### config.mk
export PLATFORM = sky130hd
export DESIGN_NAME = arp_cache_learn
export DESIGN_NICKNAME = d
export VERILOG_FILES = /design/src/hdl/arpcl_pkg.sv /design/src/hdl/arpcl_ram.sv /design/src/hdl/arpcl_front.sv /design/src/hdl/arpcl_queue.sv /design/src/hdl/arpcl_back.sv /design/src/hdl/arp_cache_learn.sv
export SDC_FILE = /design/constraint.sdc
export NUM_CORES = 2
export LEC_CHECK = 0
export BUFFER_PORTS_ARGS = -buffer_cell sky130_fd_sc_hd__buf_2
export CAP_MARGIN = 5
export CORE_ASPECT_RATIO = 1.25
export CORE_MARGIN = 1
export CORE_UTILIZATION = 30
export DETAILED_ROUTE_END_ITERATION = 10
export GPL_TIMING_DRIVEN = 0
export RECOVER_POWER = 100
export SETUP_SLACK_MARGIN = 0.4
export SKIP_LAST_GASP = 1
export SYNTH_ARGS = -nofsm -noshare
export SYNTH_HDL_FRONTEND = slang
export SYNTH_SLANG_ARGS = --single-unit
### constraint.sdc
create_clock -name clock -period 14.4 [get_ports clock]
set_clock_uncertainty 0.2 [all_clocks]
set_input_delay 1.44 -clock clock [delete_from_list [all_inputs] [get_ports clock]]
set_output_delay 1.44 -clock clock [all_outputs]
set_load 0.02 [all_outputs]
### src/hdl/arpcl_pkg.sv
package arpcl_pkg;

   localparam int TABLE_ENTRIES_DEF = 64;
   localparam int QUEUE_DEPTH       = 2;

   localparam int POS_W         = 11;
   localparam int MIN_FRAME_LEN = 42;
   localparam int SENDER_MAC_AT = 22;
   localparam int SENDER_IP_AT  = 28;
   localparam int MAC_BYTES     = 6;
   localparam int IP_BYTES      = 4;
   localparam logic [POS_W-1:0] POS_MAX = '1;

   localparam int IP_W    = 32;
   localparam int MAC_W   = 48;
   localparam int INDEX_W = 6;

   typedef enum logic [1:0] {
      ST_SHORT    = 2'd0,
      ST_INSERTED = 2'd1,
      ST_UPDATED  = 2'd2,
      ST_FULL     = 2'd3
   } status_type;

   // one finished frame handed from parser to table engine
   typedef struct packed {
      logic              short_frame;
      logic [IP_W-1:0]   ip;
      logic [MAC_W-1:0]  mac;
   } frame_rec_type;

   typedef enum logic {
      BK_IDLE,
      BK_SEARCH
   } back_state_type;

endpackage

### src/hdl/arpcl_ram.sv
module arpcl_ram #(
   parameter int Width = 32,
   parameter int Depth = 64
) (
   input  logic                     clock,
   input  logic                     wr_en,
   input  logic [$clog2(Depth)-1:0] wr_addr,
   input  logic [Width-1:0]         wr_data,
   input  logic [$clog2(Depth)-1:0] rd_addr,
   output logic [Width-1:0]         rd_data
);

   logic [Width-1:0] mem_ff [Depth];
   logic [Width-1:0] rd_data_ff;

   always_ff @(posedge clock) begin
      if (wr_en) begin
         mem_ff[wr_addr] <= wr_data;
      end
      rd_data_ff <= mem_ff[rd_addr];
   end

   assign rd_data = rd_data_ff;

endmodule

### src/hdl/arpcl_front.sv
module arpcl_front (
   input  logic                   clock,
   input  logic                   reset,
   input  logic                   accept,
   input  logic [7:0]             frame_byte,
   input  logic                   last_byte,
   output logic                   push,
   output arpcl_pkg::frame_rec_type rec
);

   logic [arpcl_pkg::POS_W-1:0] pos_ff, pos_in;
   logic [arpcl_pkg::IP_W-1:0]  ip_ff, ip_in, ip_next;
   logic [arpcl_pkg::MAC_W-1:0] mac_ff, mac_in, mac_next;

   // shift in sender fields at their byte offsets
   always_comb begin
      ip_next  = ip_ff;
      mac_next = mac_ff;
      if (pos_ff inside {[arpcl_pkg::SENDER_MAC_AT :
                          arpcl_pkg::SENDER_MAC_AT + arpcl_pkg::MAC_BYTES - 1]}) begin
         mac_next = {mac_ff[arpcl_pkg::MAC_W-9:0], frame_byte};
      end else if (pos_ff inside {[arpcl_pkg::SENDER_IP_AT :
                                 arpcl_pkg::SENDER_IP_AT + arpcl_pkg::IP_BYTES - 1]}) begin
         ip_next = {ip_ff[arpcl_pkg::IP_W-9:0], frame_byte};
      end
   end

   always_comb begin
      pos_in           = pos_ff;
      ip_in            = ip_ff;
      mac_in           = mac_ff;
      push             = 1'b0;
      rec.short_frame  = pos_ff < arpcl_pkg::POS_W'(arpcl_pkg::MIN_FRAME_LEN - 1);
      rec.ip           = ip_next;
      rec.mac          = mac_next;
      if (accept) begin
         if (last_byte) begin
            push   = 1'b1;
            pos_in = '0;
            ip_in  = '0;
            mac_in = '0;
         end else begin
            ip_in  = ip_next;
            mac_in = mac_next;
            if (pos_ff != arpcl_pkg::POS_MAX) begin
               pos_in = pos_ff + arpcl_pkg::POS_W'(1);
            end
         end
      end
   end

   always_ff @(posedge clock) begin
      if (reset) begin
         pos_ff <= '0;
         ip_ff  <= '0;
         mac_ff <= '0;
      end else begin
         pos_ff <= pos_in;
         ip_ff  <= ip_in;
         mac_ff <= mac_in;
      end
   end

endmodule

### src/hdl/arpcl_queue.sv
module arpcl_queue (
   input  logic                     clock,
   input  logic                     reset,
   input  logic                     push,
   input  arpcl_pkg::frame_rec_type push_rec,
   input  logic                     pop,
   output logic                     full,
   output logic                     not_empty,
   output arpcl_pkg::frame_rec_type head
);

   localparam int PtrW = $clog2(arpcl_pkg::QUEUE_DEPTH);
   localparam int CntW = $clog2(arpcl_pkg::QUEUE_DEPTH + 1);

   arpcl_pkg::frame_rec_type slot_ff [arpcl_pkg::QUEUE_DEPTH];
   logic [PtrW-1:0] wr_ptr_ff, wr_ptr_in;
   logic [PtrW-1:0] rd_ptr_ff, rd_ptr_in;
   logic [CntW-1:0] cnt_ff, cnt_in;

   assign full      = cnt_ff == CntW'(arpcl_pkg::QUEUE_DEPTH);
   assign not_empty = cnt_ff != '0;
   assign head      = slot_ff[rd_ptr_ff];

   function automatic logic [PtrW-1:0] ptr_inc(input logic [PtrW-1:0] p);
      ptr_inc = (p == PtrW'(arpcl_pkg::QUEUE_DEPTH - 1)) ? '0 : p + PtrW'(1);
   endfunction

   always_comb begin
      wr_ptr_in = push ? ptr_inc(wr_ptr_ff) : wr_ptr_ff;
      rd_ptr_in = pop  ? ptr_inc(rd_ptr_ff) : rd_ptr_ff;
      cnt_in    = cnt_ff;
      if (push && !pop) begin
         cnt_in = cnt_ff + CntW'(1);
      end else if (pop && !push) begin
         cnt_in = cnt_ff - CntW'(1);
      end
   end

   always_ff @(posedge clock) begin
      if (reset) begin
         wr_ptr_ff <= '0;
         rd_ptr_ff <= '0;
         cnt_ff    <= '0;
      end else begin
         wr_ptr_ff <= wr_ptr_in;
         rd_ptr_ff <= rd_ptr_in;
         cnt_ff    <= cnt_in;
      end
   end

   always_ff @(posedge clock) begin
      if (push) begin
         slot_ff[wr_ptr_ff] <= push_rec;
      end
   end

endmodule

### src/hdl/arpcl_back.sv
module arpcl_back #(
   parameter int TableEntries = arpcl_pkg::TABLE_ENTRIES_DEF
) (
   input  logic                       clock,
   input  logic                       reset,
   input  logic                       q_valid,
   input  arpcl_pkg::frame_rec_type   q_head,
   output logic                       q_pop,
   output logic                       rsp_strobe,
   output logic [1:0]                 rsp_status,
   output logic [arpcl_pkg::INDEX_W-1:0] rsp_entry_index,
   output logic [arpcl_pkg::IP_W-1:0] rsp_learned_ip,
   output logic [arpcl_pkg::MAC_W-1:0] rsp_learned_mac
);

   localparam int IdxW = $clog2(TableEntries);
   localparam int CntW = $clog2(TableEntries + 1);

   arpcl_pkg::back_state_type state_ff, state_in;
   arpcl_pkg::frame_rec_type  rec_ff, rec_in;

   logic [CntW-1:0] count_ff, count_in;  // entries 0..count-1 are valid
   logic [CntW-1:0] scan_ff, scan_in;
   logic            pend_ff, pend_in;
   logic [IdxW-1:0] pend_idx_ff, pend_idx_in;

   logic                       strobe_ff, strobe_in;
   arpcl_pkg::status_type      res_status_ff, res_status_in;
   logic [arpcl_pkg::INDEX_W-1:0] res_idx_ff, res_idx_in;
   logic [arpcl_pkg::IP_W-1:0]  res_ip_ff, res_ip_in;
   logic [arpcl_pkg::MAC_W-1:0] res_mac_ff, res_mac_in;

   logic                        ip_we, mac_we;
   logic [IdxW-1:0]             wr_addr;
   logic [arpcl_pkg::IP_W-1:0]  ip_rd_data;
   logic                        hit, miss;

   arpcl_ram #(.Width(arpcl_pkg::IP_W), .Depth(TableEntries)) u_ip_ram (
      .clock   (clock),
      .wr_en   (ip_we),
      .wr_addr (wr_addr),
      .wr_data (rec_ff.ip),
      .rd_addr (scan_ff[IdxW-1:0]),
      .rd_data (ip_rd_data)
   );

   arpcl_ram #(.Width(arpcl_pkg::MAC_W), .Depth(TableEntries)) u_mac_ram (
      .clock   (clock),
      .wr_en   (mac_we),
      .wr_addr (wr_addr),
      .wr_data (rec_ff.mac),
      .rd_addr (scan_ff[IdxW-1:0]),
      .rd_data ()
   );

   // first returning match wins; miss once every valid entry has been compared
   always_comb begin
      hit  = pend_ff && (ip_rd_data == rec_ff.ip);
      miss = !hit && (scan_ff == count_ff);
   end

   always_comb begin
      state_in = state_ff;
      case (state_ff)
         arpcl_pkg::BK_IDLE: begin
            if (q_valid && !q_head.short_frame) begin
               state_in = arpcl_pkg::BK_SEARCH;
            end
         end
         arpcl_pkg::BK_SEARCH: begin
            if (hit || miss) begin
               state_in = arpcl_pkg::BK_IDLE;
            end
         end
         default: state_in = arpcl_pkg::BK_IDLE;
      endcase
   end

   always_comb begin
      q_pop         = 1'b0;
      rec_in        = rec_ff;
      scan_in       = scan_ff;
      pend_in       = 1'b0;
      pend_idx_in   = pend_idx_ff;
      count_in      = count_ff;
      ip_we         = 1'b0;
      mac_we        = 1'b0;
      wr_addr       = count_ff[IdxW-1:0];
      strobe_in     = 1'b0;
      res_status_in = res_status_ff;
      res_idx_in    = res_idx_ff;
      res_ip_in     = rec_ff.ip;
      res_mac_in    = rec_ff.mac;
      case (state_ff)
         arpcl_pkg::BK_IDLE: begin
            if (q_valid) begin
               q_pop   = 1'b1;
               rec_in  = q_head;
               scan_in = '0;
               if (q_head.short_frame) begin
                  strobe_in     = 1'b1;
                  res_status_in = arpcl_pkg::ST_SHORT;
                  res_idx_in    = '0;
                  res_ip_in     = q_head.ip;
                  res_mac_in    = q_head.mac;
               end
            end
         end
         arpcl_pkg::BK_SEARCH: begin
            if (hit) begin
               mac_we        = 1'b1;
               wr_addr       = pend_idx_ff;
               strobe_in     = 1'b1;
               res_status_in = arpcl_pkg::ST_UPDATED;
               res_idx_in    = arpcl_pkg::INDEX_W'(pend_idx_ff);
            end else if (miss) begin
               strobe_in = 1'b1;
               if (count_ff != CntW'(TableEntries)) begin
                  ip_we         = 1'b1;
                  mac_we        = 1'b1;
                  count_in      = count_ff + CntW'(1);
                  res_status_in = arpcl_pkg::ST_INSERTED;
                  res_idx_in    = arpcl_pkg::INDEX_W'(count_ff[IdxW-1:0]);
               end else begin
                  res_status_in = arpcl_pkg::ST_FULL;
                  res_idx_in    = '0;
               end
            end else begin
               pend_in     = 1'b1;
               pend_idx_in = scan_ff[IdxW-1:0];
               scan_in     = scan_ff + CntW'(1);
            end
         end
         default: begin
         end
      endcase
   end

   always_ff @(posedge clock) begin
      if (reset) begin
         state_ff  <= arpcl_pkg::BK_IDLE;
         count_ff  <= '0;
         pend_ff   <= 1'b0;
         strobe_ff <= 1'b0;
      end else begin
         state_ff  <= state_in;
         count_ff  <= count_in;
         pend_ff   <= pend_in;
         strobe_ff <= strobe_in;
      end
   end

   always_ff @(posedge clock) begin
      rec_ff        <= rec_in;
      scan_ff       <= scan_in;
      pend_idx_ff   <= pend_idx_in;
      res_status_ff <= res_status_in;
      res_idx_ff    <= res_idx_in;
      res_ip_ff     <= res_ip_in;
      res_mac_ff    <= res_mac_in;
   end

   assign rsp_strobe      = strobe_ff;
   assign rsp_status      = res_status_ff;
   assign rsp_entry_index = res_idx_ff;
   assign rsp_learned_ip  = res_ip_ff;
   assign rsp_learned_mac = res_mac_ff;

endmodule

### src/hdl/arp_cache_learn.sv
// Bytes: one transaction per cycle while busy is low; busy rises only when the frame queue is full.
// Frame result (table engine idle): rsp_strobe rises once the frame has passed the queue and the
//   result register for a short frame, and after a scan of the used entries otherwise (one IP RAM
//   read per valid entry, pipelined). A frame queued behind another waits for that one to finish.
// Lookup cost grows with used entries, far below a minimum 42-byte frame for small tables.
// Reset (synchronous) empties the table via its fill count and clears the parser; no clearing pass.
// The receiver cannot stall: each result is presented for exactly one cycle.
module arp_cache_learn #(
   parameter int TableEntries = arpcl_pkg::TABLE_ENTRIES_DEF
) (
   input  logic                           clock,
   input  logic                           reset,
   input  logic                           start,
   output logic                           busy,
   input  logic [7:0]                     req_frame_byte,
   input  logic                           req_last_byte,
   output logic                           rsp_strobe,
   output logic [1:0]                     rsp_status,
   output logic [arpcl_pkg::INDEX_W-1:0]  rsp_entry_index,
   output logic [arpcl_pkg::IP_W-1:0]     rsp_learned_ip,
   output logic [arpcl_pkg::MAC_W-1:0]    rsp_learned_mac
);

   logic                     accept;
   logic                     push;
   logic                     pop;
   logic                     q_full;
   logic                     q_valid;
   arpcl_pkg::frame_rec_type push_rec;
   arpcl_pkg::frame_rec_type q_head;

   // a byte transaction completes on start while the queue has room
   assign busy   = q_full;
   assign accept = start && !busy;

   // front: byte position, sender MAC/IP capture, short-frame classification
   arpcl_front u_front (
      .clock      (clock),
      .reset      (reset),
      .accept     (accept),
      .frame_byte (req_frame_byte),
      .last_byte  (req_last_byte),
      .push       (push),
      .rec        (push_rec)
   );

   // short queue of finished frames decouples parsing from table lookup
   arpcl_queue u_queue (
      .clock     (clock),
      .reset     (reset),
      .push      (push),
      .push_rec  (push_rec),
      .pop       (pop),
      .full      (q_full),
      .not_empty (q_valid),
      .head      (q_head)
   );

   // back: sequential scan of the valid entries, then update, insert or table full; short frames skip it
   arpcl_back #(.TableEntries(TableEntries)) u_back (
      .clock           (clock),
      .reset           (reset),
      .q_valid         (q_valid),
      .q_head          (q_head),
      .q_pop           (pop),
      .rsp_strobe      (rsp_strobe),
      .rsp_status      (rsp_status),
      .rsp_entry_index (rsp_entry_index),
      .rsp_learned_ip  (rsp_learned_ip),
      .rsp_learned_mac (rsp_learned_mac)
   );

endmodule

==> out/results.md <==
| Parameter | Value | Unit |
|---|---|---|
| Max-cap viol count | 75 | - |
| Number of buffers and inverters on the critical path | 3 | - |
| CTS buffer count | 243 | - |
| Overall die width | 507.0 | um |
| Most common library cell in the layout ignoring fill and taps | edfxtp_1 | - |
| Fraction of power consumed by the clock network | 0.317 | - |
| Leakage | 33.98 | nW |
| Die ar. | 0.3210 | mm^2 |
| I/O Buffers | 99 | - |
| Root Buffer Master | clkbuf_16 | - |
| Register Area | 0.07376 | mm^2 |
| Total negative slack for setup checks | 0 | ps |
| Launching point of the worst reg2reg path | u_back.rec_ff[49] | - |
| Count of unique library cells instantiated by Yosys | 60 | - |
| Comb power frac | 0.221 | - |
| Register-to-register setup slack | 4640 | ps |
| Top library cells by usage in the layout, fill and taps aside | edfxtp_1 (2311), mux4_2 (640), clkbuf_1 (401), clkbuf_16 (245), dfxtp_1 (218) | - |
| Critical Path RT | 14770 | ps |
| Net load switching power | 5.799 | mW |
| Wire length of the first global-routing pass | 350200 | um |
| Count of yosys warnings during synthesis | 0 | - |
| Element type at the critical path end | flop | - |
| CTS-repair resized insts | 0 | - |
| Worst path max stage delay | 2320 | ps |
| Sequential fraction of design power | 0.461 | - |
| Number of global-route vias before repair | 47830 | - |
| Synth-to-Final Area Change | 15.80 | % |
| Number of instances on the worst hold path | 1 | - |
| Ys flop type | edfxtp_1 | - |
| Total chip power | 20.01 | mW |
| Gpl congestion | 0.9357 | - |
| Number of nets produced by synthesis | 4277 | - |
| Critical-path maximum fanout | 26 | - |
| Startpoint type of the worst setup path | flop | - |
| Number of fill cells in the layout | 29430 | - |
| DRT Wirelength | 245300 | um |
| Per-cell via count in the routed design | 5.015 | - |
| Path depth of the worst reg2reg path | 9 | - |
| Arrival time worst endpoint | 10130 | ps |
| Ports placed on the boundary | 102 | - |
| Overflow after GRT | 0 | - |
| Worst Max-Slew Pin Slew | 3965 | ps |
| Worst hold path type | flop to flop | - |
| # nets final | 4788 | - |
| Buffer levels on the longest clock path | 4 | - |
| Via count | 45970 | - |
| Sink Count | 2529 | - |
| Initial Utilization | 0.3019 | - |
| Hold endpoint | u_back.rsp_learned_mac[16] | - |
| Cell chain of the critical path | clkbuf_1 -> clkbuf_1 -> xor2_1 -> a2111oi_0 -> nand4_1 -> nor4_1 -> mux2i_1 -> nor2_1 -> buf_16 | - |
| Count of hold-fix buffers inserted at cts | 0 | - |
| Cell Area, Synth | 0.09563 | mm^2 |
| Clock transition at path regs | 60 | ps |
| Peak clock frequency supported by timing | 102.4 | MHz |
| Worst reg2reg path endpoint | u_back.u_ip_ram.mem_ff[0][18] | - |
| 1st-iter DRT viols | 4922 | - |
| Antenna Violating Nets Remaining | 0 | - |
| Vert. Die Dim | 633.2 | um |
| Metal3 WL | 17190 | um |
| Routed wl met2 | 120800 | um |
| Row count | 231 | - |
| HPWL after detailed placement | 164400 | um |
| Category of cells accounting for the largest share of critical-path delay | simple AND/OR/NAND/NOR gates | - |
| Slowest stage cell on the critical path | nor2_1 | - |
| Std-Cell Core Area | 0.3168 | mm^2 |
| Critical setup path kind | flop to flop | - |
| CTS H-Tree Depth | 4 | - |
| Total routed wire length on the met1 layer | 98120 | um |
| Failing checks | capacitance limit, slew limit | - |
| RSZ-0062 raised after global routing | false | - |
| Per-cell routed wire length | 26.76 | um |
| Max_slew headroom | -1.643 | - |
| Result of the run | complete, but fails checks | - |
| Layout cells sized above 1 | 0.2449 | - |
| Async set-reset flop share out of synthesis | 0 | - |
| Count of final max-slew check failures | 1369 | - |
| Peak ir drop on the vdd network | 0.0001346 | V |
| Final setup violation count | 0 | - |
| Synthesis-stage register bit count | 2529 | - |
| Final worst-path cycle share | 0.6780 | - |
| Sw frac | 0.2899 | - |
| Buffers inserted during post-CTS setup optimization | 0 | - |
| Pin count of the biggest net entering global routing | 64 | - |
| CTS tree | done | - |
| Post-route minimum period | 9763 | ps |
| Power Density | 180.6 | mW/mm^2 |
| Highest metal layer with signal wires | met5 | - |
| Combined area of the multi-input logic cells | 0.02080 | mm^2 |
| Post-Syn Area per Cell | 22.45 | um^2 |
| Total global-route track usage | 0.1508 | - |
| Post-Syn Instances | 4259 | - |
| Proportion of synthesized chip area in sequential cells | 0.7714 | - |
| DR pass1 iterations | 6 | - |
| Number of synthesized flops with an enable pin | 2311 | - |
| Antenna violations before repair | 14 | - |
| Detailed-route DRC error count | 0 | - |
| Number of hold-slack violations in the final timing report | 0 | - |
| Cell-internal power | 14.21 | mW |
| Hold Crit Start | u_back.rec_ff[16] | - |
| Worst-Skew Late Latency | 910 | ps |
| Cell occurring most often along the worst timing path | clkbuf_1 | - |
[layer usage]
layer	vias to the layer above	GRT usage
met4	2	0.05219
li1	18860	-
met5	-	0
met2	1757	0.2539
met3	424	0.02698
met1	24920	0.1951
[cells by family after synthesis]
group           share of synthesized area
xor+xnor                         0.004580
buf+inv                           0.01095
flops                              0.7714
simple gates                      0.01702
compound gates                    0.01348
mux                                0.1818
fa+ha+maj                       0.0007850
[metrics by stage]
step	setup slack (ps)	instance area, um^2	std cells	utilization	hold slack [ps]
finish	4637	110700	9165	0.3496	244.1
global route	4184	110700	9164	0.3496	273.0
CTS	8510	113300	9163	0.3577	263.6
detailed placement	8538	105500	8719	0.3330	248.4
global placement	3395	101400	8552	0.3200	232.5
floorplan	8453	95630	4259	-	224.4
[cell usage after synthesis (4+ instances only)]
cell      count  area (um^2)
inv_1        15        56.30
clkbuf_1    146        548.0
and3_1        8        50.05
nor4_1        5        31.28
mux2i_1      26        260.3
xor2_1       19        166.4
xnor2_1      31        271.5
a21oi_1      22        110.1
nor2b_1      16        100.1
or4_1         4        30.03
o21ai_0       7        35.03
a211oi_1     11        82.58
buf_1        25        93.84
ha_1          6        75.07
mux4_2      640        14410
nand2_1      43        161.4
mux2_2      240         2703
nand2b_1      8        50.05
or3_1         4        25.02
nor2_1      182        683.2
dfxtp_1     218         4364
buf_2        50        250.2
clkbuf_8      5        68.82
edfxtp_1   2311        69400
nor3_1       20        100.1
nand4_1      12        75.07
nand3_1      15        75.07
a22oi_1     123        923.4
[power by group through the flow]
stage / logic (mW) / registers, mW / clock network (mW)
3_3_place_gp: 3.84 / 9.96 / 0
4_1_cts: 4.88 / 9.21 / 6.44
5_1_grt: 4.66 / 9.27 / 6.70
2_1_floorplan: 2.32 / 9.68 / 0
6_report: 4.43 / 9.23 / 6.35
3_5_place_dp: 4.86 / 9.36 / 0
[area by class of cell]
class,count,area share
clock buffer,302,0.05793
timing repair buffer,266,0.01857
antenna,2,0.00004519
tap,4194,0.04739
inverter,16,0.0005536
clock inverter,142,0.01281
sequential,2529,0.6661
multi-input combinational,1485,0.1878
buffer,229,0.008824
[state kept, by name (all words and copies together), names as in the netlist, 2 cells and up, named ones only]
signal                   flops
u_back.u_ip_ram.mem_ff    2048
u_back.pend_idx_ff           6
u_back.u_ip_ram.rd_data     32
u_back.scan_ff               7
u_back.rec_ff               80
u_queue.cnt_ff               2
u_back.rsp_entry_index       6
u_back.rsp_learned_ip       32
u_front.pos_ff              11
u_front.ip_ff               32
u_front.mac_ff              48
u_queue.slot_ff            162
u_back.rsp_learned_mac      48
u_back.count_ff              7
u_back.rsp_status            2
[worst register-to-register path, stage by stage (launching register included)]
cell       delay [ps]
edfxtp_1          770
clkbuf_1          860
clkbuf_1         1030
xor2_1            190
a2111oi_0        1100
nand4_1           280
nor4_1           1660
mux2i_1           820
nor2_1           2330
buf_16            220
[how the worst max path moves through the flow]
stage | from | end | slack (ps) | depth (start not counted)
floorplan | start | u_queue.slot_ff[0][0] | 8450 | 4
global placement | u_back.rec_ff[71] | u_back.u_ip_ram.mem_ff[63][6] | 3390 | 6
detailed placement | u_back.rec_ff[49] | u_back.u_ip_ram.mem_ff[57][11] | 8540 | 11
CTS | u_back.rec_ff[49] | u_back.u_ip_ram.mem_ff[57][13] | 8510 | 11
global route | u_back.rec_ff[49] | u_back.u_ip_ram.mem_ff[7][23] | 4180 | 9
finish | u_back.rec_ff[49] | u_back.u_ip_ram.mem_ff[0][18] | 4640 | 9
Note: power is estimated with default switching activity, not from simulation.
